$ cat src/rtl/cbst_pkg.sv
// Package for the conditional block skip tracker: command and warning codes,
// field widths, parameter defaults and the control word between step logic and top.
// No dependencies.
`timescale 1ns / 1ps

package cbst_pkg;

  localparam int CMD_W   = 3;
  localparam int WARN_W  = 3;
  localparam int DEPTH_W = 8;

  localparam int STACK_DEPTH_DEF = 16;
  localparam int COUNT_MAX_DEF   = 255;

  typedef enum logic [CMD_W-1:0] {
    CMD_OTHER  = 3'd0,
    CMD_IF     = 3'd1,
    CMD_ELSEIF = 3'd2,
    CMD_ELSE   = 3'd3,
    CMD_ENDIF  = 3'd4,
    CMD_FSTART = 3'd5,
    CMD_FEND   = 3'd6,
    CMD_CSTART = 3'd7
  } cmd_t;

  typedef enum logic [WARN_W-1:0] {
    WARN_NONE        = 3'd0,
    WARN_ELSEIF_ORPH = 3'd1,
    WARN_ELSE_ORPH   = 3'd2,
    WARN_ENDIF_ORPH  = 3'd3,
    WARN_INCL_FALSE  = 3'd4,
    WARN_UNCLOSED    = 3'd5,
    WARN_STACK       = 3'd6
  } warn_t;

  // Stack control and warning produced by the step logic for one word.
  typedef struct packed {
    logic  push;
    logic  pop;
    logic  sp_clear;
    warn_t warn;
  } ctl_t;

endpackage

$ cat src/rtl/cbst_step.sv
// Combinational next-state logic of the conditional block skip tracker.
// Depends on cbst_pkg.
`timescale 1ns / 1ps

module cbst_step #(
  parameter int COUNT_MAX = cbst_pkg::COUNT_MAX_DEF,
  parameter int CNT_W     = $clog2(COUNT_MAX + 1)
) (
  input  logic [cbst_pkg::CMD_W-1:0] cmd,
  input  logic                       cond_true,
  input  logic                       eval_error,
  input  logic [CNT_W-1:0]           taken,
  input  logic [CNT_W-1:0]           skipped,
  input  logic                       else_pend,
  input  logic                       sp_empty,
  input  logic                       sp_full,
  input  logic [CNT_W-1:0]           top,
  output logic [CNT_W-1:0]           taken_nxt,
  output logic [CNT_W-1:0]           skipped_nxt,
  output logic                       else_pend_nxt,
  output cbst_pkg::ctl_t             ctl
);
  import cbst_pkg::*;

  localparam logic [CNT_W-1:0] CMAX = CNT_W'(COUNT_MAX);
  localparam logic [CNT_W-1:0] ONE  = CNT_W'(1);

  function automatic logic [CNT_W-1:0] sat_inc(input logic [CNT_W-1:0] v);
    sat_inc = (v >= CMAX) ? CMAX : v + ONE;
  endfunction

  cmd_t cmd_e;
  logic sk_zero;
  logic tk_zero;

  assign cmd_e   = cmd_t'(cmd);
  assign sk_zero = (skipped == '0);
  assign tk_zero = (taken == '0);

  always_comb begin
    taken_nxt     = taken;
    skipped_nxt   = skipped;
    else_pend_nxt = else_pend;
    ctl           = '{push: 1'b0, pop: 1'b0, sp_clear: 1'b0, warn: WARN_NONE};
    unique case (cmd_e) inside
      CMD_IF: begin
        if (sk_zero && !eval_error) begin
          if (cond_true) begin
            taken_nxt = sat_inc(taken);
          end else begin
            skipped_nxt   = sat_inc(skipped);
            else_pend_nxt = 1'b1;
          end
        end else begin
          skipped_nxt = sat_inc(skipped);
        end
      end
      CMD_ELSEIF, CMD_ELSE: begin
        if (sk_zero) begin
          if (tk_zero) begin
            ctl.warn = (cmd_e == CMD_ELSEIF) ? WARN_ELSEIF_ORPH : WARN_ELSE_ORPH;
          end else begin
            // leave the taken branch: the rest of the block is skipped
            skipped_nxt = ONE;
            taken_nxt   = taken - ONE;
          end
        end else if (skipped == ONE && else_pend) begin
          if (cmd_e == CMD_ELSE || (cond_true && !eval_error)) begin
            skipped_nxt   = '0;
            taken_nxt     = sat_inc(taken);
            else_pend_nxt = 1'b0;
          end
        end
      end
      CMD_ENDIF: begin
        if (sk_zero) begin
          if (tk_zero) begin
            ctl.warn = WARN_ENDIF_ORPH;
          end else begin
            taken_nxt = taken - ONE;
          end
          else_pend_nxt = 1'b0;
        end else begin
          skipped_nxt = skipped - ONE;
          if (skipped == ONE) begin
            else_pend_nxt = 1'b0;
          end
        end
      end
      CMD_FSTART: begin
        if (!sk_zero) begin
          ctl.warn = WARN_INCL_FALSE;
        end
        if (sp_full) begin
          ctl.warn = WARN_STACK;
        end else begin
          ctl.push = 1'b1;
        end
        skipped_nxt   = '0;
        taken_nxt     = '0;
        else_pend_nxt = 1'b0;
      end
      CMD_FEND: begin
        if (!tk_zero || !sk_zero) begin
          ctl.warn = WARN_UNCLOSED;
        end
        skipped_nxt = '0;
        if (sp_empty) begin
          ctl.warn  = WARN_STACK;
          taken_nxt = '0;
        end else begin
          ctl.pop   = 1'b1;
          taken_nxt = top;
        end
      end
      CMD_CSTART: begin
        taken_nxt    = '0;
        skipped_nxt  = '0;
        ctl.sp_clear = 1'b1;
      end
      default: begin
      end
    endcase
  end

endmodule

$ cat src/rtl/conditional_block_skip_tracker_top.sv
// Top level of the conditional block skip tracker: state registers, saved-depth
// stack and output register. Depends on cbst_pkg and cbst_step.
`timescale 1ns / 1ps

// Takes one command word per cycle while in_ready is high and returns one
// result word for each, registered in the cycle after acceptance; the output
// register lets a new word in only while it is empty or its result is taken in
// the same cycle, so throughput is one word per clock as long as the consumer
// keeps up. The whole update of both depth counters, the else-pending flag and
// the stack pointer is registered together on acceptance. The top of the saved
// stack is kept in a register and the entry below it is prefetched from the
// stack memory, so a file end restores the saved depth without waiting on the
// memory read. Stack contents are undefined until pushed; no clearing after reset.
module conditional_block_skip_tracker_top #(
  parameter int STACK_DEPTH = cbst_pkg::STACK_DEPTH_DEF,
  parameter int COUNT_MAX   = cbst_pkg::COUNT_MAX_DEF
) (
  input  logic                          clk,
  input  logic                          rst_n,
  input  logic                          in_valid,
  output logic                          in_ready,
  input  logic [cbst_pkg::CMD_W-1:0]    in_cmd,
  input  logic                          in_cond_true,
  input  logic                          in_eval_error,
  output logic                          out_valid,
  input  logic                          out_ready,
  output logic                          out_skip_line,
  output logic [cbst_pkg::WARN_W-1:0]   out_warning,
  output logic [cbst_pkg::DEPTH_W-1:0]  out_true_depth,
  output logic [cbst_pkg::DEPTH_W-1:0]  out_false_depth
);
  import cbst_pkg::*;

  localparam int CNT_W  = $clog2(COUNT_MAX + 1);
  localparam int SP_W   = $clog2(STACK_DEPTH + 1);
  localparam int ADDR_W = (STACK_DEPTH > 1) ? $clog2(STACK_DEPTH) : 1;
  localparam logic [SP_W-1:0] SP_ONE   = SP_W'(1);
  localparam logic [SP_W-1:0] SP_THREE = SP_W'(3);

  logic [CNT_W-1:0] taken_r, taken_nxt;
  logic [CNT_W-1:0] skipped_r, skipped_nxt;
  logic             else_pend_r, else_pend_nxt;
  logic [SP_W-1:0]  sp_r;
  logic [CNT_W-1:0] top_r;
  logic [CNT_W-1:0] second_r;
  logic [CNT_W-1:0] stack_mem [STACK_DEPTH];

  logic             accept;
  logic             sp_empty;
  logic             sp_full;
  logic [SP_W-1:0]  sp_m1;
  logic [SP_W-1:0]  sp_m3;
  ctl_t             ctl;

  logic                 out_valid_r;
  logic                 skip_r;
  warn_t                warn_r;
  logic [CNT_W-1:0]     tdep_r;
  logic [CNT_W-1:0]     fdep_r;
  logic [CNT_W+7:0]     tdep_ext;
  logic [CNT_W+7:0]     fdep_ext;

  assign in_ready = !out_valid_r || out_ready;
  assign accept   = in_valid && in_ready;
  assign sp_empty = (sp_r == '0);
  assign sp_full  = (sp_r == SP_W'(STACK_DEPTH));
  assign sp_m1    = sp_r - SP_ONE;
  assign sp_m3    = sp_r - SP_THREE;

  cbst_step #(
    .COUNT_MAX (COUNT_MAX),
    .CNT_W     (CNT_W)
  ) u_step (
    .cmd           (in_cmd),
    .cond_true     (in_cond_true),
    .eval_error    (in_eval_error),
    .taken         (taken_r),
    .skipped       (skipped_r),
    .else_pend     (else_pend_r),
    .sp_empty      (sp_empty),
    .sp_full       (sp_full),
    .top           (top_r),
    .taken_nxt     (taken_nxt),
    .skipped_nxt   (skipped_nxt),
    .else_pend_nxt (else_pend_nxt),
    .ctl           (ctl)
  );

  always_ff @(posedge clk) begin
    if (!rst_n) begin
      taken_r     <= '0;
      skipped_r   <= '0;
      else_pend_r <= 1'b0;
      sp_r        <= '0;
    end else if (accept) begin
      taken_r     <= taken_nxt;
      skipped_r   <= skipped_nxt;
      else_pend_r <= else_pend_nxt;
      if (ctl.sp_clear) begin
        sp_r <= '0;
      end else if (ctl.push) begin
        sp_r <= sp_r + SP_ONE;
      end else if (ctl.pop) begin
        sp_r <= sp_m1;
      end
    end
  end

  // Top entry lives in top_r; memory holds the entries below it.
  always_ff @(posedge clk) begin
    if (accept && ctl.push) begin
      top_r    <= taken_r;
      second_r <= top_r;
      if (!sp_empty) begin
        stack_mem[sp_m1[ADDR_W-1:0]] <= top_r;
      end
    end else if (accept && ctl.pop) begin
      top_r    <= second_r;
      second_r <= stack_mem[sp_m3[ADDR_W-1:0]];
    end
  end

  always_ff @(posedge clk) begin
    if (!rst_n) begin
      out_valid_r <= 1'b0;
    end else if (in_ready) begin
      out_valid_r <= in_valid;
    end
  end

  always_ff @(posedge clk) begin
    if (accept) begin
      skip_r <= (skipped_nxt != '0);
      warn_r <= ctl.warn;
      tdep_r <= taken_nxt;
      fdep_r <= skipped_nxt;
    end
  end

  // report the low byte of each counter
  assign tdep_ext = {8'b0, tdep_r};
  assign fdep_ext = {8'b0, fdep_r};

  assign out_valid       = out_valid_r;
  assign out_skip_line   = skip_r;
  assign out_warning     = warn_r;
  assign out_true_depth  = tdep_ext[DEPTH_W-1:0];
  assign out_false_depth = fdep_ext[DEPTH_W-1:0];

endmodule

$ cat config.mk
export PLATFORM = sky130hd
export DESIGN_NAME = conditional_block_skip_tracker_top
export DESIGN_NICKNAME = d
export VERILOG_FILES = /design/src/rtl/cbst_pkg.sv /design/src/rtl/cbst_step.sv /design/src/rtl/conditional_block_skip_tracker_top.sv
export SDC_FILE = /design/constraint.sdc
export NUM_CORES = 1
export LEC_CHECK = 0
export BUFFER_PORTS_ARGS = -buffer_cell sky130_fd_sc_hd__buf_2
export CAP_MARGIN = 10
export CORE_MARGIN = 3
export CORE_UTILIZATION = 56
export CTS_CLUSTER_DIAMETER = 120
export DETAILED_ROUTE_END_ITERATION = 12
export MAX_ROUTING_LAYER = met4
export PLACE_DENSITY = 0.7
export SKIP_CTS_REPAIR_TIMING = 1
export SYNTH_ARGS = -nofsm -noshare
export SYNTH_HDL_FRONTEND = slang
export SYNTH_SLANG_ARGS = --single-unit
$ cat constraint.sdc
create_clock -name clk -period 10.3 [get_ports clk]
set_input_delay 1.03 -clock clk [delete_from_list [all_inputs] [get_ports clk]]
set_output_delay 1.03 -clock clk [all_outputs]
set_load 0.01 [all_outputs]
==> results.py <==
metrics = {
    "layout": {
        "finalNetCount": 704,
        "syn_to_final_growth_pct": 9.821,
        "fin_area_mm2": 0.009752,
        "final_cell_mix": "164 x edfxtp_1, 49 x nor2_1, 44 x nand2_1",
        "regArea_mm2": 0.005386,
        "nFillCells": 1140,
        "drive_gt1_share_pct": 18.21,
        "num_antenna_cells": 0,
        "final_common_cell": "edfxtp_1",
        "multiInputGateArea_mm2": 0.003239,
    },
    "power": {
        "ir_drop_v": 0.0001440,
        "power.leakage_nw": 3.292,
        "p_clk_share_pct": 38.8,
        "p_int_mw": 1.246,
        "p_switching_mw": 0.4287,
        "power_frac_seq_pct": 51.3,
        "switching_share_pct": 25.60,
        "combPwrFrac_pct": 9.9,
        "p_per_area_mw_per_mm2": 171.7,
        "fin_total_pwr_mw": 1.675,
    },
    "sta": {
        "fmax_ghz": 0.2667,
        "rsz0062_at_grt": "false",
        "slew_headroom_pct": 28.08,
        "worst_slew_pin_slew_ps": 1078,
        "period_needed_ps": 3750,
        "skew_ps": 8.459,
        "drv_slew": 0,
        "min_period_over_period_pct": 36.41,
        "setup_viol": 0,
        "fin_setup_tns_ps": 0,
        "hold_violations": 0,
    },
    "cts": {
        "cts-htree-levels": 4,
        "clockBufferDepth": 2,
        "clk_pin_slew_ps": 70,
        "cts_inserted_buffers": 17,
        "cts_tree": "done",
        "worstSkewPairLatency_ps": 440,
        "root_buffer": "clkbuf_16",
        "clock_sinks": 187,
    },
    "synthesis": {
        "syn_inst": 664,
        "synth_top_area_share_pct": 55.46,
        "ys_types": 68,
        "async_flop_share_pct": 0,
        "synth-seq-cells": 187,
        "synth_ff_type": "edfxtp_1",
        "syn_area_per_cell_um2": 13.37,
        "yosys.area.top_type": "edfxtp_1",
        "syn_area_mm2": 0.008880,
        "seq_area_frac_synth_pct": 60.65,
        "synth_edf_count": 164,
        "netlist_top_cells_area": "edfxtp_1 55%, mux4_2 8.1%, dfxtp_1 5.2%",
        "yosysWarningCount": 0,
        "synth_fp_nets": 688,
    },
    "run_status": {
        "outcome": "completed",
    },
    "routing": {
        "drt_pre_antenna_iters": 8,
        "routed_wl_mm": 19.84,
        "drtAntennaViolNets": 0,
        "routedWlPerCell_um": 21.97,
        "routed_via_density": 6.299,
        "vias": 5688,
        "drt_iter0_drc": 797,
        "drc": 0,
    },
    "critical_path": {
        "critPathArrivalTime_ps": 3850,
        "crit_family": "simple AND/OR/NAND/NOR gates",
        "cp-end-kind": "flip-flop",
        "path_class": "in2reg",
        "slowest_stage": "and2_1",
        "crit_chain": "buf_2 -> nand2b_1 -> nand2_1 -> clkinv_1 -> buf_4 -> and2_1 -> nand2_1 -> nor2_1 -> and2_1",
        "slowest_delay_ps": 760,
        "r2r_setup_slack_ps": 6760,
        "crit_fanout": 38,
        "cp_data_required_time_ps": 10400,
        "cp.buffers_inverters": 3,
        "setup.worst_path.start_class": "input pin",
    },
    "floorplan": {
        "start_util_pct": 57.77,
        "die-area_mm2": 0.01740,
        "row_count": 45,
        "die_x_um": 131.9,
        "design.core.area_mm2": 0.01537,
        "io_pins": 31,
        "die_y_um": 131.9,
    },
    "grt": {
        "overflow": 0,
        "grt_pass1_wl_mm": 31.33,
        "antenna_found_initial": 0,
        "grt_pass1_vias": 5422,
        "grt_max_degree": 40,
        "grt.total_usage_pct": 24.27,
    },
    "place": {
        "dpl.hpwl_mm": 13.23,
        "postPlaceCellArea_mm2": 0.009164,
        "gp_congestion": 0.8718,
        "place.port_buffers": 30,
    },
    "min_path": {
        "hold_class": "reg2reg",
    },
    "job": {
        "max_cap_violations": 0,
    },
}
-- final timing paths --
check                         startpoint                          to  depth (start not counted)
setup / recovery               out_ready  stack_mem[10][5]$_DFFE_PP_                          9
hold / removal    out_valid$_SDFFE_PN0N_      out_valid$_SDFFE_PN0N_                          2
setup reg to reg    sp_r[1]$_SDFFE_PN0P_  stack_mem[10][5]$_DFFE_PP_                          8
hold reg to reg   out_valid$_SDFFE_PN0N_      out_valid$_SDFFE_PN0N_                          2
-- worst reg2reg max path: stages, from the launching register on --
cell and delay [ps]:
dfxtp_1 500, inv_1 130, ha_1 250, nor3b_1 210, a21oi_1 450, and2_1 760, nand2_1 220, nor2_1 270
and2_1 390
-- metrics by stage --
stage          instances  setup WS (ps)  hold slack (ps)  util (%)
2_1_floorplan        664           7020            524.6         -
3_3_place_gp         871           6222            499.3     59.62
3_5_place_dp         871           6102            523.4     59.62
4_1_cts              902           6573            533.3     63.39
5_1_grt              903           6195            575.7     63.44
6_report             903           6550            532.5     63.44
-- sequential cells by signal (all words and copies together), names as in the netlist --
signal,count
out_false_depth,8
out_warning,3
stack_mem,128
skipped_r,8
out_valid,1
else_pend_r,1
taken_r,8
sp_r,5
second_r,8
out_skip_line,1
out_true_depth,8
top_r,8
-- cell families (layout without fill, tap and decap cells) --
logic type | Yosys count | after routing | synth area share, %
xor+xnor | 15 | 15 | 1.480
flops | 187 | 187 | 60.65
mux | 60 | 60 | 11.51
simple gates | 179 | 179 | 10.50
buf+inv | 63 | 91 | 2.959
compound gates | 145 | 145 | 10.79
fa+ha+maj | 15 | 15 | 2.114
-- area by class of cell --
cell class,count,area share [%]
flip-flops and latches,187,55.23
multi-input cells,414,33.22
clock buffers,17,4.362
well taps,211,2.707
repair buffers,35,1.925
clock inverters,14,1.591
inverters,25,0.9623
-- synth_stat cells (11+ instances only) --
cell	number
edfxtp_1	164
nor2_1	49
nand2_1	44
a21oi_1	42
mux4_2	32
o21ai_0	29
clkbuf_1	25
inv_1	24
dfxtp_1	23
and2_1	20
mux2_2	17
nor3_1	16
ha_1	15
mux2i_1	11
nand3_1	11
-- power groups by stage --
stage / clock [mW] / sequential (mW) / combinational (mW)
after floorplan: 0 / 0.866 / 0.126
after global placement: 0 / 0.874 / 0.161
after detailed placement: 0 / 0.875 / 0.163
after CTS: 0.658 / 0.858 / 0.164
after global routing: 0.689 / 0.861 / 0.182
final: 0.650 / 0.859 / 0.166
-- metal layers --
metal  up-vias  GRT usage (%)  share of wire [%]
met2       260          34.86                 46
met3        29          4.924                7.1
li1       2581              -                  -
met1      2818          35.68                 45
met4         0          6.768                1.7
met5         -              -                  0
No activity file was read; power rests on OpenSTA's default activity.
